==> src/sv/swl_pkg.sv <==
// ----------------------------------------------------------------------------
// swl_pkg
// Shared types and constants of the session stopwatch: command codes, status
// flag masks, register map and the control bundle from the register block.
// ----------------------------------------------------------------------------
package swl_pkg;

   // request payload widths
   localparam int OPCODE_WIDTH = 6;
   localparam int DELTA_WIDTH  = 32;
   localparam int FLAGS_WIDTH  = 8;
   localparam int TIME_WIDTH   = 32;

   // register port
   localparam int CSR_ADDR_WIDTH = 3;
   localparam int CSR_DATA_WIDTH = 32;
   localparam int CSR_INDEX_LSB  = 2;

   // register indexes
   typedef enum logic [0:0] {
      REG_LOCK_AT_RESET = 1'b0
   } reg_index_type;

   // command codes; all codes from 7 up are no-ops
   typedef enum logic [OPCODE_WIDTH-1:0] {
      OP_START       = 6'd0,
      OP_TICK        = 6'd1,
      OP_STOP        = 6'd2,
      OP_ARM_SPLIT   = 6'd3,
      OP_DISARM_SPLIT = 6'd4,
      OP_ARM_LAP     = 6'd5,
      OP_DISARM_LAP  = 6'd6
   } op_type;

   // status flag masks
   localparam logic [FLAGS_WIDTH-1:0] FLAG_STOPPED = 8'h09;
   localparam logic [FLAGS_WIDTH-1:0] FLAG_RUNNING = 8'h02;
   localparam logic [FLAGS_WIDTH-1:0] FLAG_SPLIT   = 8'h10;
   localparam logic [FLAGS_WIDTH-1:0] FLAG_LAP0    = 8'h20;
   localparam logic [FLAGS_WIDTH-1:0] FLAG_LOCK    = 8'h80;

   // register block to datapath
   typedef struct packed {
      logic lock_wr;
      logic lock_value;
   } csr_ctrl_type;

   // armed bit of lap k; bits shifted past the flag byte are lost
   function automatic logic [FLAGS_WIDTH-1:0] lap_flag(input logic [1:0] k);
      logic [FLAGS_WIDTH+2:0] w;
      w = (FLAGS_WIDTH+3)'(FLAG_LAP0) << k;
      return w[FLAGS_WIDTH-1:0];
   endfunction

endpackage

==> src/sv/swl_req_if.sv <==
// ----------------------------------------------------------------------------
// swl_req_if
// Command request channel: valid/ready handshake with one command payload.
// ----------------------------------------------------------------------------
interface swl_req_if
   import swl_pkg::*;
   ();

   logic                           valid;
   logic                           ready;
   logic [OPCODE_WIDTH-1:0]        opcode;
   logic                           lap_select;
   logic signed [DELTA_WIDTH-1:0]  delta;

   modport source (output valid, output opcode, output lap_select, output delta,
                   input ready);
   modport sink (input valid, input opcode, input lap_select, input delta,
                 output ready);

endinterface

==> src/sv/swl_rsp_if.sv <==
// ----------------------------------------------------------------------------
// swl_rsp_if
// Result channel: valid/ready handshake carrying flags and all counters.
// ----------------------------------------------------------------------------
interface swl_rsp_if
   import swl_pkg::*;
   ();

   logic                          valid;
   logic                          ready;
   logic [FLAGS_WIDTH-1:0]        status_flags;
   logic signed [TIME_WIDTH-1:0]  run_time;
   logic signed [TIME_WIDTH-1:0]  total_time;
   logic signed [TIME_WIDTH-1:0]  split_time;
   logic signed [TIME_WIDTH-1:0]  lap_zero_time;
   logic signed [TIME_WIDTH-1:0]  lap_one_time;
   logic                          start_refused;

   modport source (output valid, output status_flags, output run_time,
                   output total_time, output split_time, output lap_zero_time,
                   output lap_one_time, output start_refused, input ready);
   modport sink (input valid, input status_flags, input run_time,
                 input total_time, input split_time, input lap_zero_time,
                 input lap_one_time, input start_refused, output ready);

endinterface

==> src/sv/swl_csr.sv <==
// ----------------------------------------------------------------------------
// swl_csr
// APB register block: holds lock_at_reset and reports each write of it so the
// lock flag can be reloaded at once.
// ----------------------------------------------------------------------------
module swl_csr
   import swl_pkg::*;
(
   input  logic                      clock,
   input  logic                      reset,
   input  logic                      csr_psel,
   input  logic                      csr_penable,
   input  logic                      csr_pwrite,
   input  logic [CSR_ADDR_WIDTH-1:0] csr_paddr,
   input  logic [CSR_DATA_WIDTH-1:0] csr_pwdata,
   output logic [CSR_DATA_WIDTH-1:0] csr_prdata,
   output logic                      csr_pready,
   output csr_ctrl_type              csr_ctrl
);

   logic lock_at_reset_ff;
   logic lock_at_reset_in;
   logic hit;
   logic wr_en;

   // address decode
   assign hit   = (csr_paddr[CSR_INDEX_LSB] == REG_LOCK_AT_RESET);
   assign wr_en = csr_psel && csr_penable && csr_pwrite && hit;

   assign lock_at_reset_in = wr_en ? csr_pwdata[0] : lock_at_reset_ff;

   always_ff @(posedge clock) begin
      if (reset) begin
         lock_at_reset_ff <= 1'b0;
      end else begin
         lock_at_reset_ff <= lock_at_reset_in;
      end
   end

   // read data, zero beyond the map
   assign csr_prdata = hit ? CSR_DATA_WIDTH'(lock_at_reset_ff) : '0;
   assign csr_pready = 1'b1;

   assign csr_ctrl.lock_wr    = wr_en;
   assign csr_ctrl.lock_value = csr_pwdata[0];

endmodule

==> src/sv/swl_next.sv <==
// ----------------------------------------------------------------------------
// swl_next
// Command decode and counter update: computes the flags and counters after
// one command from the current state.
// ----------------------------------------------------------------------------
module swl_next
   import swl_pkg::*;
#(
   parameter int LAP_COUNT   = 2,
   parameter int COUNT_WIDTH = 32
) (
   input  logic [OPCODE_WIDTH-1:0]                  opcode,
   input  logic                                     lap_select,
   input  logic signed [DELTA_WIDTH-1:0]            delta,
   input  logic [FLAGS_WIDTH-1:0]                   flags_cur,
   input  logic [COUNT_WIDTH-1:0]                   run_cur,
   input  logic [COUNT_WIDTH-1:0]                   total_cur,
   input  logic [COUNT_WIDTH-1:0]                   split_cur,
   input  logic [LAP_COUNT-1:0][COUNT_WIDTH-1:0]    laps_cur,
   output logic [FLAGS_WIDTH-1:0]                   flags_nx,
   output logic [COUNT_WIDTH-1:0]                   run_nx,
   output logic [COUNT_WIDTH-1:0]                   total_nx,
   output logic [COUNT_WIDTH-1:0]                   split_nx,
   output logic [LAP_COUNT-1:0][COUNT_WIDTH-1:0]    laps_nx,
   output logic                                     refused
);

   logic [63:0]            delta_ext;
   logic [COUNT_WIDTH-1:0] step;

   // sign-extend, then wrap to the counter width
   assign delta_ext = 64'(delta);
   assign step      = delta_ext[COUNT_WIDTH-1:0];

   always_comb begin
      flags_nx = flags_cur;
      run_nx   = run_cur;
      total_nx = total_cur;
      split_nx = split_cur;
      laps_nx  = laps_cur;
      refused  = 1'b0;
      unique case (opcode)
         OP_START: begin
            if ((flags_cur & FLAG_LOCK) != '0) begin
               refused = 1'b1;
            end else begin
               run_nx   = '0;
               flags_nx = (flags_cur & ~FLAG_STOPPED) | FLAG_RUNNING;
            end
         end
         OP_TICK, OP_STOP: begin
            run_nx   = run_cur + step;
            total_nx = total_cur + step;
            if (opcode == OP_TICK && (flags_cur & FLAG_SPLIT) != '0) begin
               split_nx = split_cur + step;
            end
            // armed laps advance on the old flags
            for (int k = 0; k < LAP_COUNT; k++) begin
               if ((flags_cur & lap_flag(2'(k))) != '0) begin
                  laps_nx[k] = laps_cur[k] + step;
               end
            end
            if (opcode == OP_STOP) begin
               flags_nx = (flags_cur | FLAG_STOPPED) &
                          ~(FLAG_RUNNING | FLAG_SPLIT | FLAG_LOCK);
            end
         end
         OP_ARM_SPLIT: begin
            split_nx = '0;
            flags_nx = flags_cur | FLAG_SPLIT;
         end
         OP_DISARM_SPLIT: begin
            flags_nx = flags_cur & ~FLAG_SPLIT;
         end
         OP_ARM_LAP: begin
            // a select past the last lap matches nothing
            for (int k = 0; k < LAP_COUNT; k++) begin
               if (k == int'(lap_select)) begin
                  laps_nx[k] = '0;
                  flags_nx   = flags_cur | lap_flag(2'(k));
               end
            end
         end
         OP_DISARM_LAP: begin
            for (int k = 0; k < LAP_COUNT; k++) begin
               if (k == int'(lap_select)) begin
                  flags_nx = flags_cur & ~lap_flag(2'(k));
               end
            end
         end
         default: begin
         end
      endcase
   end

endmodule

==> src/sv/session_stopwatch_with_laps.sv <==
// ----------------------------------------------------------------------------
// session_stopwatch_with_laps
// Stopwatch with run, total, split and lap counters driven by commands.
// ----------------------------------------------------------------------------
// Usage:
//   req_chan carries one command per request (opcode, lap_select, delta);
//   rsp_chan returns one result per command: the flag byte, every counter
//   after the command, and start_refused for a start blocked by the lock.
//   The csr_ APB port holds lock_at_reset at address 0; a write also loads
//   the lock flag at once. Write it only while no command is in flight.
// Timing:
//   The state update and the result register load happen at the edge that
//   accepts the request, so a result is valid in the next cycle. While the
//   receiver keeps up, one request is taken every cycle; the single result
//   register sets the pace. req_chan.ready is high while the result register
//   is empty or its result is being taken, so a stalled receiver holds one
//   result and then stalls the sender with no loss.
// Reset:
//   Synchronous; clears all counters, the flag byte, lock_at_reset and the
//   result valid.
// ----------------------------------------------------------------------------
module session_stopwatch_with_laps
   import swl_pkg::*;
#(
   parameter int LAP_COUNT   = 2,
   parameter int COUNT_WIDTH = 32
) (
   input  logic                      clock,
   input  logic                      reset,
   swl_req_if.sink                   req_chan,
   swl_rsp_if.source                 rsp_chan,
   input  logic                      csr_psel,
   input  logic                      csr_penable,
   input  logic                      csr_pwrite,
   input  logic [CSR_ADDR_WIDTH-1:0] csr_paddr,
   input  logic [CSR_DATA_WIDTH-1:0] csr_pwdata,
   output logic [CSR_DATA_WIDTH-1:0] csr_prdata,
   output logic                      csr_pready
);

   // wrap or zero-extend a counter to the result width
   function automatic logic [TIME_WIDTH-1:0] fit_time(input logic [COUNT_WIDTH-1:0] v);
      logic [63:0] w;
      w = 64'(v);
      return w[TIME_WIDTH-1:0];
   endfunction

   csr_ctrl_type                        csr_ctrl;

   logic [FLAGS_WIDTH-1:0]              flags_ff, flags_in;
   logic [COUNT_WIDTH-1:0]              run_ff, run_in;
   logic [COUNT_WIDTH-1:0]              total_ff, total_in;
   logic [COUNT_WIDTH-1:0]              split_ff, split_in;
   logic [LAP_COUNT-1:0][COUNT_WIDTH-1:0] laps_ff, laps_in;

   logic [FLAGS_WIDTH-1:0]              flags_nx;
   logic [COUNT_WIDTH-1:0]              run_nx, total_nx, split_nx;
   logic [LAP_COUNT-1:0][COUNT_WIDTH-1:0] laps_nx;
   logic                                refused_nx;
   logic [TIME_WIDTH-1:0]               lap_one_nx;

   logic                                rsp_valid_ff, rsp_valid_in;
   logic [FLAGS_WIDTH-1:0]              rsp_flags_ff;
   logic [TIME_WIDTH-1:0]               rsp_run_ff, rsp_total_ff, rsp_split_ff;
   logic [TIME_WIDTH-1:0]               rsp_lap0_ff, rsp_lap1_ff;
   logic                                rsp_refused_ff;

   logic                                accept;

   // register block
   swl_csr u_csr (
      .clock       (clock),
      .reset       (reset),
      .csr_psel    (csr_psel),
      .csr_penable (csr_penable),
      .csr_pwrite  (csr_pwrite),
      .csr_paddr   (csr_paddr),
      .csr_pwdata  (csr_pwdata),
      .csr_prdata  (csr_prdata),
      .csr_pready  (csr_pready),
      .csr_ctrl    (csr_ctrl)
   );

   // command update logic
   swl_next #(
      .LAP_COUNT   (LAP_COUNT),
      .COUNT_WIDTH (COUNT_WIDTH)
   ) u_next (
      .opcode     (req_chan.opcode),
      .lap_select (req_chan.lap_select),
      .delta      (req_chan.delta),
      .flags_cur  (flags_ff),
      .run_cur    (run_ff),
      .total_cur  (total_ff),
      .split_cur  (split_ff),
      .laps_cur   (laps_ff),
      .flags_nx   (flags_nx),
      .run_nx     (run_nx),
      .total_nx   (total_nx),
      .split_nx   (split_nx),
      .laps_nx    (laps_nx),
      .refused    (refused_nx)
   );

   // handshake: take a request whenever the result slot frees up
   assign req_chan.ready = !rsp_valid_ff || rsp_chan.ready;
   assign accept         = req_chan.valid && req_chan.ready;

   // state next values; register writes must only arrive while idle, a user rule the block does not enforce
   always_comb begin
      flags_in = flags_ff;
      run_in   = run_ff;
      total_in = total_ff;
      split_in = split_ff;
      laps_in  = laps_ff;
      priority if (accept) begin
         flags_in = flags_nx;
         run_in   = run_nx;
         total_in = total_nx;
         split_in = split_nx;
         laps_in  = laps_nx;
      end else if (csr_ctrl.lock_wr) begin
         flags_in = csr_ctrl.lock_value ? (flags_ff | FLAG_LOCK) : (flags_ff & ~FLAG_LOCK);
      end else begin
         // hold
      end
   end

   always_ff @(posedge clock) begin
      if (reset) begin
         flags_ff <= '0;
         run_ff   <= '0;
         total_ff <= '0;
         split_ff <= '0;
         laps_ff  <= '0;
      end else begin
         flags_ff <= flags_in;
         run_ff   <= run_in;
         total_ff <= total_in;
         split_ff <= split_in;
         laps_ff  <= laps_in;
      end
   end

   // second lap output exists only with two or more laps
   if (LAP_COUNT >= 2) begin : g_lap_one
      assign lap_one_nx = fit_time(laps_nx[1]);
   end else begin : g_no_lap_one
      assign lap_one_nx = '0;
   end

   // result register
   assign rsp_valid_in = accept || (rsp_valid_ff && !rsp_chan.ready);

   always_ff @(posedge clock) begin
      if (reset) begin
         rsp_valid_ff <= 1'b0;
      end else begin
         rsp_valid_ff <= rsp_valid_in;
      end
   end

   always_ff @(posedge clock) begin
      if (accept) begin
         rsp_flags_ff   <= flags_nx;
         rsp_run_ff     <= fit_time(run_nx);
         rsp_total_ff   <= fit_time(total_nx);
         rsp_split_ff   <= fit_time(split_nx);
         rsp_lap0_ff    <= fit_time(laps_nx[0]);
         rsp_lap1_ff    <= lap_one_nx;
         rsp_refused_ff <= refused_nx;
      end
   end

   assign rsp_chan.valid         = rsp_valid_ff;
   assign rsp_chan.status_flags  = rsp_flags_ff;
   assign rsp_chan.run_time      = rsp_run_ff;
   assign rsp_chan.total_time    = rsp_total_ff;
   assign rsp_chan.split_time    = rsp_split_ff;
   assign rsp_chan.lap_zero_time = rsp_lap0_ff;
   assign rsp_chan.lap_one_time  = rsp_lap1_ff;
   assign rsp_chan.start_refused = rsp_refused_ff;

   // stop always leaves running, split armed and lock cleared
   a_stop_clears: assert property (@(posedge clock) disable iff (reset)
      accept && req_chan.opcode == OP_STOP |=>
         (rsp_flags_ff & (FLAG_RUNNING | FLAG_SPLIT | FLAG_LOCK)) == '0)
      else $error("stop left running, split or lock set");

   // a locked start is refused and leaves the run counter alone
   a_locked_start: assert property (@(posedge clock) disable iff (reset)
      accept && req_chan.opcode == OP_START && flags_ff[FLAGS_WIDTH-1] |=>
         rsp_refused_ff && run_ff == $past(run_ff))
      else $error("locked start was not refused");

   // a result appears only after an accepted request
   a_valid_source: assert property (@(posedge clock) disable iff (reset)
      $rose(rsp_valid_ff) |-> $past(accept))
      else $error("result valid without a request");

   // an idle register write reloads the lock flag
   a_lock_reload: assert property (@(posedge clock) disable iff (reset)
      csr_ctrl.lock_wr && !accept |=>
         flags_ff[FLAGS_WIDTH-1] == $past(csr_ctrl.lock_value))
      else $error("lock flag not loaded by register write");

endmodule

==> src/flat_wrapper.sv <==
// flat-port wrapper written by rule: the top's interface ports become plain ports
module session_stopwatch_with_laps_flat import swl_pkg::*;
#(
   parameter int LAP_COUNT   = 2,
   parameter int COUNT_WIDTH = 32
)
  (clock, reset, csr_psel, csr_penable, csr_pwrite, csr_paddr, csr_pwdata, csr_prdata, csr_pready, req_chan_valid, req_chan_opcode, req_chan_lap_select, req_chan_delta, req_chan_ready, rsp_chan_valid, rsp_chan_status_flags, rsp_chan_run_time, rsp_chan_total_time, rsp_chan_split_time, rsp_chan_lap_zero_time, rsp_chan_lap_one_time, rsp_chan_start_refused, rsp_chan_ready);
  swl_req_if req_chan_i ();
  swl_rsp_if rsp_chan_i ();
  input  logic clock;
  input  logic reset;
  input  logic csr_psel;
  input  logic csr_penable;
  input  logic csr_pwrite;
  input  logic [CSR_ADDR_WIDTH-1:0] csr_paddr;
  input  logic [CSR_DATA_WIDTH-1:0] csr_pwdata;
  output logic [CSR_DATA_WIDTH-1:0] csr_prdata;
  output logic csr_pready;
  input wire logic [$bits(req_chan_i.valid)-1:0] req_chan_valid;
  input wire logic [$bits(req_chan_i.opcode)-1:0] req_chan_opcode;
  input wire logic [$bits(req_chan_i.lap_select)-1:0] req_chan_lap_select;
  input wire logic [$bits(req_chan_i.delta)-1:0] req_chan_delta;
  output wire logic [$bits(req_chan_i.ready)-1:0] req_chan_ready;
  output wire logic [$bits(rsp_chan_i.valid)-1:0] rsp_chan_valid;
  output wire logic [$bits(rsp_chan_i.status_flags)-1:0] rsp_chan_status_flags;
  output wire logic [$bits(rsp_chan_i.run_time)-1:0] rsp_chan_run_time;
  output wire logic [$bits(rsp_chan_i.total_time)-1:0] rsp_chan_total_time;
  output wire logic [$bits(rsp_chan_i.split_time)-1:0] rsp_chan_split_time;
  output wire logic [$bits(rsp_chan_i.lap_zero_time)-1:0] rsp_chan_lap_zero_time;
  output wire logic [$bits(rsp_chan_i.lap_one_time)-1:0] rsp_chan_lap_one_time;
  output wire logic [$bits(rsp_chan_i.start_refused)-1:0] rsp_chan_start_refused;
  input wire logic [$bits(rsp_chan_i.ready)-1:0] rsp_chan_ready;
  assign req_chan_i.valid = req_chan_valid;
  assign req_chan_i.opcode = req_chan_opcode;
  assign req_chan_i.lap_select = req_chan_lap_select;
  assign req_chan_i.delta = req_chan_delta;
  assign req_chan_ready = req_chan_i.ready;
  assign rsp_chan_valid = rsp_chan_i.valid;
  assign rsp_chan_status_flags = rsp_chan_i.status_flags;
  assign rsp_chan_run_time = rsp_chan_i.run_time;
  assign rsp_chan_total_time = rsp_chan_i.total_time;
  assign rsp_chan_split_time = rsp_chan_i.split_time;
  assign rsp_chan_lap_zero_time = rsp_chan_i.lap_zero_time;
  assign rsp_chan_lap_one_time = rsp_chan_i.lap_one_time;
  assign rsp_chan_start_refused = rsp_chan_i.start_refused;
  assign rsp_chan_i.ready = rsp_chan_ready;
  session_stopwatch_with_laps #(.LAP_COUNT(LAP_COUNT), .COUNT_WIDTH(COUNT_WIDTH)) u_core (.clock(clock), .reset(reset), .req_chan(req_chan_i), .rsp_chan(rsp_chan_i), .csr_psel(csr_psel), .csr_penable(csr_penable), .csr_pwrite(csr_pwrite), .csr_paddr(csr_paddr), .csr_pwdata(csr_pwdata), .csr_prdata(csr_prdata), .csr_pready(csr_pready));
endmodule
==> config.mk <==
export PLATFORM = sky130hd
export DESIGN_NAME = session_stopwatch_with_laps_flat
export DESIGN_NICKNAME = d
export VERILOG_FILES = /design/src/sv/swl_pkg.sv /design/src/sv/swl_req_if.sv /design/src/sv/swl_rsp_if.sv /design/src/sv/swl_csr.sv /design/src/sv/swl_next.sv /design/src/sv/session_stopwatch_with_laps.sv /design/src/flat_wrapper.sv
export SDC_FILE = /design/constraint.sdc
export NUM_CORES = 1
export LEC_CHECK = 0
export BUFFER_PORTS_ARGS = -buffer_cell sky130_fd_sc_hd__buf_2
export CAP_MARGIN = 20
export CORE_MARGIN = 8
export CORE_UTILIZATION = 35
export DETAILED_ROUTE_END_ITERATION = 10
export GPL_TIMING_DRIVEN = 0
export PLACE_DENSITY = 0.58
export SYNTH_ARGS = -nofsm -noshare
export SYNTH_HDL_FRONTEND = slang
export SYNTH_SLANG_ARGS = --single-unit
==> constraint.sdc <==
create_clock -name clock -period 11.3 [get_ports clock]
set_clock_uncertainty 0.05 [all_clocks]
set_input_delay 0.565 -clock clock [delete_from_list [all_inputs] [get_ports clock]]
set_output_delay 0.565 -clock clock [all_outputs]
set_load 0.02 [all_outputs]
==> metrics.md, run 1 <==
| Metric | Value |
|---|---|
| Slew HR | 0.251 |
| Cells on worst reg2reg path | 13 |
| Register area share after synthesis | 0.407 |
| TritonCTS clock tree | built |
| Top sig layer | met4 |
| Std cell rows | 89 |
| Crit Path Max Fanout | 6 |
| Vias per cell | 5.47 |
| HP Class | in2reg |
| Flop2flop setup slack | 7.54 ns |
| Worst reg2reg path endpoint | u_core.rsp_chan.lap_one_time[30] |
| Cell count after synthesis | 2326 |
| EDFF count, synth | 168 |
| Outcome | complete, no violations |
| Hold EP | u_core.rsp_chan.valid |
| Die ar. | 67200 sq um |
| # diodes | 0 |
| Static Leak | 10.4 nW |
| YS warnings | 0 |
| Synth top cells by count | nand2_1, a21oi_1, o21ai_0 |
| Setup CP Type | reg2reg |
| Post-CTS Hold Buffers | 0 |
| Layout Area Growth over Synthesis | 17.1% |
| Final setup fails | 0 |
| Num CTS Buffers | 40 |
| Core region area | 58800 sq um |
| Area contributors post-synth | edfxtp_1, dfxtp_1, ha_1, nand2_1, a21oi_1 |
| I/O Buffers | 216 |
| Mapped Avg Cell Area | 8.90 sq um |
| #FFs+latches synth | 337 |
| Async S/R FF share, synth | 0 |
| RSZ-0062 raised after global routing | no |
| Post-DP HPWL | 57.6 mm |
| GPL Wtd Cong | 0.947 |
| Initial antenna violation count | 0 |
| WL final | 75.4 mm |
| Vias in the first global route | 18300 |
| Met2 routed WL | 35.1 mm |
| Dpl ws | 7.04 ns |
| CP required | 11.52 ns |
| Hold Startpoint | req_chan_valid |
| Die Ht | 259 um |
| Post-synth cell types | 89 |
| IO Pins | 285 |
| Clk sinks | 337 |
| CTS clk-pin slew, worst paths | 0.06 ns |
| WL per Instance | 22.0 um |
| Fin crit share | 0.333 |
| Hold Crit Depth | 3 |
| CP startpoint kind | register |
| Die width | 259 um |
| Most numerous cell in the Yosys netlist | nand2_1 |
| Critical path's slowest cell | o21ai_0 |
| Max-slew violation count | 0 |
| Final Hold Fails | 0 |
| Crit end category | register |
| First-pass GRT wire length | 111 mm |
| Layout cells sized above 1 | 0.136 |
| R2r startpoint | u_core.laps_ff[32] |
| Initial DRC count | 1426 |
| Critical Path AT | 3.98 ns |
| Sum Neg Setup Slack | 0 ns |
| Post-synthesis instance area | 20700 sq um |
| Met1 WL | 32.9 mm |
| Fillers | 5969 |
| Synth area leader | edfxtp_1 |
| Final min period | 3.76 ns |
| Vias | 18700 |
| Antenna viol nets, final | 0 |
| Initial Utilization | 0.352 |
| GRT Total Usage | 0.215 |
| Slew @ Worst Pin | 1.12 ns |
| Power per cell area | 130 nW/um^2 |
| Crit path largest cell delay | 0.65 ns |
| DR DRC count | 0 |
| Clock Path Buffers | 3 |
| VDD IR-drop max | 0.0991 mV |
| Maximum number of pins on one net before global-route repair | 53 |
| Setup Fix Bufs, Post-CTS | 0 |
| Critical-path cell list | ha_1, inv_1, fa_1, nor2b_1, o21ai_1, a21boi_1, o21ai_1, a21oi_1, a211oi_2, o21ai_0, a2111oi_0, a31oi_1, o21ai_0 |
| PostCTS Resize Cnt | 0 |
| Clk_lat worst skew | 0.57 ns |
| Max cap viols | 0 |
| Clock H-tree levels | 2 |
| Layout Nets | 2859 |
| Final WS setup | 7.54 ns |
| Prevailing post-synth register cell | dfxtp_1 |
| FMAX | 266 MHz |
| Pre-antenna DRT Iters | 7 |
| CP top delay family | compound AO/OA/AOI/OAI gates |
| Clock root cell | clkbuf_16 |
| Metal3 WL | 5.10 mm |
| Total gr overflow | 0 |
| Crit path buf inv count | 1 |
| Share of the synthesized area in the top cell type | 0.244 |
==> flip-flops by register name, indices dropped and copies added, names as in the netlist <==
signal / flops
u_core.rsp_chan.valid: 1
u_core.rsp_chan.lap_one_time: 32
u_core.split_ff: 32
u_core.rsp_chan.run_time: 32
u_core.run_ff: 32
u_core.rsp_chan.total_time: 32
u_core.total_ff: 32
u_core.rsp_chan.lap_zero_time: 32
u_core.rsp_chan.start_refused: 1
u_core.rsp_chan.status_flags: 7
u_core.flags_ff: 7
u_core.laps_ff: 64
u_core.u_csr.lock_at_reset_ff: 1
u_core.rsp_chan.split_time: 32
==> per-layer routing <==
layer | GRT usage | vias up
met5 | 0 | -
met4 | 0.0691 | 0
met3 | 0.0370 | 125
met2 | 0.361 | 641
met1 | 0.280 | 8938
li1 | - | 9018
==> cell type report <==
class / instances / area (sq um) / area share
Buffer: 144 / 672 / 0.0277
Clock buffer: 51 / 1080 / 0.0447
Clock inverter: 23 / 199 / 0.00820
Inverter: 47 / 176 / 0.00728
Multi-Input combinational cell: 1829 / 11600 / 0.477
Sequential cell: 337 / 8430 / 0.348
Tap cell: 773 / 967 / 0.0399
Timing Repair Buffer: 219 / 1160 / 0.0480
==> how the worst max path moves through the flow <==
stage                                  start                               end  cells after the start
after floorplan               rsp_chan_ready   u_core.rsp_chan.lap_one_time[0]                      4
after global placement        rsp_chan_ready                u_core.laps_ff[25]                      6
after detailed placement   req_chan_delta[1]  u_core.rsp_chan.lap_one_time[30]                     13
after CTS                 u_core.split_ff[0]    u_core.rsp_chan.split_time[30]                     12
after global routing      u_core.laps_ff[32]  u_core.rsp_chan.lap_one_time[30]                     13
final                     u_core.laps_ff[32]  u_core.rsp_chan.lap_one_time[30]                     13
==> kinds of logic after synthesis <==
logic type,after synthesis,synth area share
simple gates,758,0.161
compound gates,738,0.233
flops,337,0.407
buf+inv,191,0.0408
fa+ha+maj,160,0.0985
xor+xnor,131,0.0554
mux,9,0.00441
other cells,2,0.000363
==> placed cells by master, fill, tap and decap left out, types with 10 or more instances in the layout <==
master	Yosys	final
a211oi_1	19	19
a21o_1	87	87
a21oi_1	212	212
a22o_1	49	49
a22oi_1	10	10
a31oi_1	24	24
and3_1	16	16
buf_2	3	219
buf_4	33	33
clkbuf_1	99	106
clkbuf_16	0	41
conb_1	2	33
dfxtp_1	169	169
edfxtp_1	168	168
ha_1	155	155
inv_1	46	46
nand2_1	394	394
nand2b_1	21	21
nand3_1	36	36
nand4_1	21	21
nor2_1	152	152
nor2b_1	14	14
nor3_1	43	43
o211ai_1	12	12
o21a_1	12	12
o21ai_0	173	173
o21bai_1	20	20
o31ai_1	17	17
or2_2	14	14
xnor2_1	84	84
xor2_1	47	47
==> worst register-to-register path, delay by kind of cell (launching register included) <==
family,cells,cell delay (ns)
adder cells (fa/ha/maj),2,0.60
buffers and inverters,1,0.07
AO/OA/AOI/OAI,9,2.27
AND/OR/NAND/NOR,1,0.13
flip-flops,1,0.35
==> power breakdown <==
| part | internal, mW | leakage (nW) | switching, mW |
|---|---|---|---|
| clock network | 0.749 | 0.619 | 0.547 |
| logic | 0.160 | 6.72 | 0.339 |
| registers | 1.33 | 3.07 | 0.0218 |
| total | 2.24 | 10.4 | 0.908 |
==> metrics by stage <==
step / std cells / total power [mW] / cell area (sq um) / util / hold slack (ns)
floorplan: 2357 / 1.71 / 20800 / - / 0.386
finish: 3423 / 3.15 / 24200 / 0.412 / 0.184
detailed placement: 3349 / 1.88 / 23000 / 0.391 / 0.406
CTS: 3423 / 3.18 / 24200 / 0.412 / 0.167
global route: 3423 / 3.28 / 24200 / 0.412 / 0.197
global placement: 3346 / 1.88 / 22900 / 0.389 / 0.394
No activity file was read; power rests on OpenSTA's default activity.
==> inputs of run 2 (changes only) <==
==> constraint.sdc (replaced) <==
create_clock -name clock -period 3.9 [get_ports clock]
set_clock_uncertainty 0.05 [all_clocks]
set_input_delay 0.195 -clock clock [delete_from_list [all_inputs] [get_ports clock]]
set_output_delay 0.195 -clock clock [all_outputs]
set_load 0.02 [all_outputs]
==> run 2 against run 1 <==
Design area up 0.67%. Global-route usage down 0.23 points. Clock-buffer cell count down 7. Combinational power rose to 2.9 times the previous value. Critical endpoint is now u_core.rsp_chan.lap_one_time[22]. Largest cell class unchanged. Highest routed layer unchanged.
==> metrics.md, run 2 (synthesis gave the netlist of run 1 again) <==
| Metric | Value |
|---|---|
| Outcome | complete, no violations |
| Static Leak | 10.5 nW (+0.63%) |
| Slew @ Worst Pin | 1.17 ns (+0.0472 ns) |
| Largest register FFs | 64 (unchanged) |
| Clock H-tree levels | 2 (unchanged) |
| Sum Neg Setup Slack | 0 ns (unchanged) |
| CTS clk-pin slew, worst paths | 0.06 ns (about the same) |
| Final setup fails | 0 (unchanged) |
| Crit end category | register |
| Core region area | 58800 sq um (unchanged) |
| R2r startpoint | u_core.laps_ff[32] |
| Pre-antenna DRT Iters | 5 (-2) |
| Layout Area Growth over Synthesis | 17.9% |
| Max cap viols | 0 (unchanged) |
| Grt met1 use | 0.274 (-0.00626) |
| Met3 Track Usage GR | 0.0343 (-0.00272) |
| CP startpoint kind | register |
| Layout cells sized above 1 | 0.139 (+0.00286) |
| Initial antenna violation count | 0 (unchanged) |
| Total gr overflow | 0 (unchanged) |
| Clk_lat worst skew | 0.58 ns (about the same) |
| CP Capture Point | u_core.rsp_chan.lap_one_time[22] |
| M2 GR Usage | 0.368 (+0.00753) |
| Clk sinks | 337 (unchanged) |
| Register name with the most flops | u_core.laps_ff |
| Flop2flop setup slack | 0.28 ns (-7.26 ns) |
| First-pass GRT wire length | 110 mm (-0.91%) |
| RSZ-0062 raised after global routing | no |
| HP Class | in2reg |
| FMAX | 276 MHz (+3.9%) |
| Layout Nets | 2862 (+0.10%) |
| Cells on worst reg2reg path | 12 (-1) |
| CP required | 4.16 ns (-7.36 ns) |
| Fin crit share | 0.928 (+0.595) |
| Post-DP HPWL | 57.0 mm (-1.1%) |
| Die width | 259 um (unchanged) |
| IO Pins | 285 (unchanged) |
| Most Crowded Layer GR | met2 |
| Power per cell area | 390 nW/um^2 (+200%) |
| I/O Buffers | 216 (unchanged) |
| Setup CP Type | reg2reg |
| Final Hold Fails | 0 (unchanged) |
| Setup Fix Bufs, Post-CTS | 0 (unchanged) |
| DR DRC count | 0 (unchanged) |
| Vias per cell | 5.51 (+0.76%) |
| Final WS setup | 0.282 ns (-7.26 ns) |
| VDD IR-drop max | 0.258 mV (+160%) |
| Clock root cell | clkbuf_16 |
| Maximum number of pins on one net before global-route repair | 95 (+79%) |
| Vias in the first global route | 18100 (-0.69%) |
| Commonest cells after routing, fill and taps aside | nand2_1, buf_2, a21oi_1 |
| Crit Path Max Fanout | 4 (-2) |
| Worst reg2reg path endpoint | u_core.rsp_chan.lap_one_time[22] |
| Worst Setup SP | u_core.laps_ff[32] |
| Std cell rows | 89 (unchanged) |
| Pwr Total | 9.53 mW (+200%) |
| Critical Path AT | 3.87 ns (-0.11 ns) |
| TritonCTS clock tree | built |
| Vias | 18900 (+0.84%) |
| Final min period | 3.62 ns (-0.142 ns) |
| WL per Instance | 21.8 um (-0.88%) |
| Slew HR | 0.216 (-0.0349) |
| Max-slew violation count | 0 (unchanged) |
| Commonest non-fill, non-tap cell in the layout | nand2_1 |
| GPL Wtd Cong | 0.979 (+3.4%) |
| Die Ht | 259 um (unchanged) |
| Clock Path Buffers | 3 (unchanged) |
| Num CTS Buffers | 41 (+2.5%) |
| Antenna viol nets, final | 0 (unchanged) |
| Dpl ws | -0.0433 ns (-7.08 ns) |
| WL final | 74.8 mm (-0.79%) |
| Initial Utilization | 0.352 (unchanged) |
| GRT Total Usage | 0.213 (-0.00230) |
| Die ar. | 67200 sq um (unchanged) |
| # diodes | 0 (unchanged) |
| Initial DRC count | 1423 (-0.21%) |
-- run 2: changes by cell type in the layout (fill, tap and decap cells not counted), sizes merged --
cell         before  now
clkbuf          150  143
inv              49   52
bufinv            3    8
buf             264  262
clkinvlp          4    6
clkinv           14   12
dlygate4sd3       0    4
-- run 2: worst min path at each step --
stage | from | end | cells after the start
3_5_place_dp | req_chan_valid | u_core.rsp_chan.valid | 3
5_1_grt | req_chan_opcode[2] | u_core.rsp_chan.status_flags[6] | 4
6_report | csr_pwrite | u_core.flags_ff[7] | 4
3_3_place_gp | u_core.flags_ff[1] | u_core.flags_ff[1] | 2
2_1_floorplan | req_chan_valid | u_core.rsp_chan.valid | 2
4_1_cts | req_chan_opcode[2] | u_core.rsp_chan.status_flags[6] | 4
-- run 2: critical path, stage by stage, from the launching register on --
cell      delay, ns
dfxtp_1        0.35
ha_1           0.22
inv_1          0.07
fa_1           0.40
nor2b_1        0.13
o21ai_1        0.08
a21boi_1       0.31
o21ai_1        0.15
a21oi_1        0.34
a211oi_2       0.20
o21ai_1        0.39
a311oi_1       0.19
o31ai_1        0.48
-- run 2: routing by layer --
layer | wire length (um) | vias up
met4 | 1800 | 0
met3 | 5070 | 110
met5 | 0 | -
met1 | 32200 | 9080
met2 | 35700 | 686
li1 | - | 9004
-- run 2: metrics by stage --
stage               instance area, sq um  hold WS (ns)  utilization  cells
finish                             24400        0.0549        0.415   3426
global route                       24400        0.0934        0.415   3426
CTS                                24400        0.0258        0.415   3426
detailed placement                 22900         0.400        0.390   3347
global placement                   22900         0.394        0.389   3346
floorplan                          20800         0.274            -   2357
-- run 2: area by class of cell --
cell class / instances / area (sq um)
well taps: 773 / 967
plain buffers: 144 / 678
flip-flops and latches: 337 / 8430
multi-input cells: 1829 / 11600
fillers: 5902 / 34400
repair buffers: 221 / 1150
clock inverters: 31 / 407
clock buffers: 44 / 1050
inverters: 47 / 176
-- run 2: power by group --
part / total, mW / internal (mW) / switching (mW)
clock: 4.16 / 2.50 / 1.66
combinational: 1.44 / 0.459 / 0.979
sequential: 3.93 / 3.87 / 0.0624
total: 9.53 / 6.83 / 2.70
-- run 2: what timing repair did --
action                                  in CTS  in global routing
resized for setup                            0                  2
hold buffers                                 4                  0
endpoints found under the setup margin       0                  2
endpoints found under the hold margin        4                  0
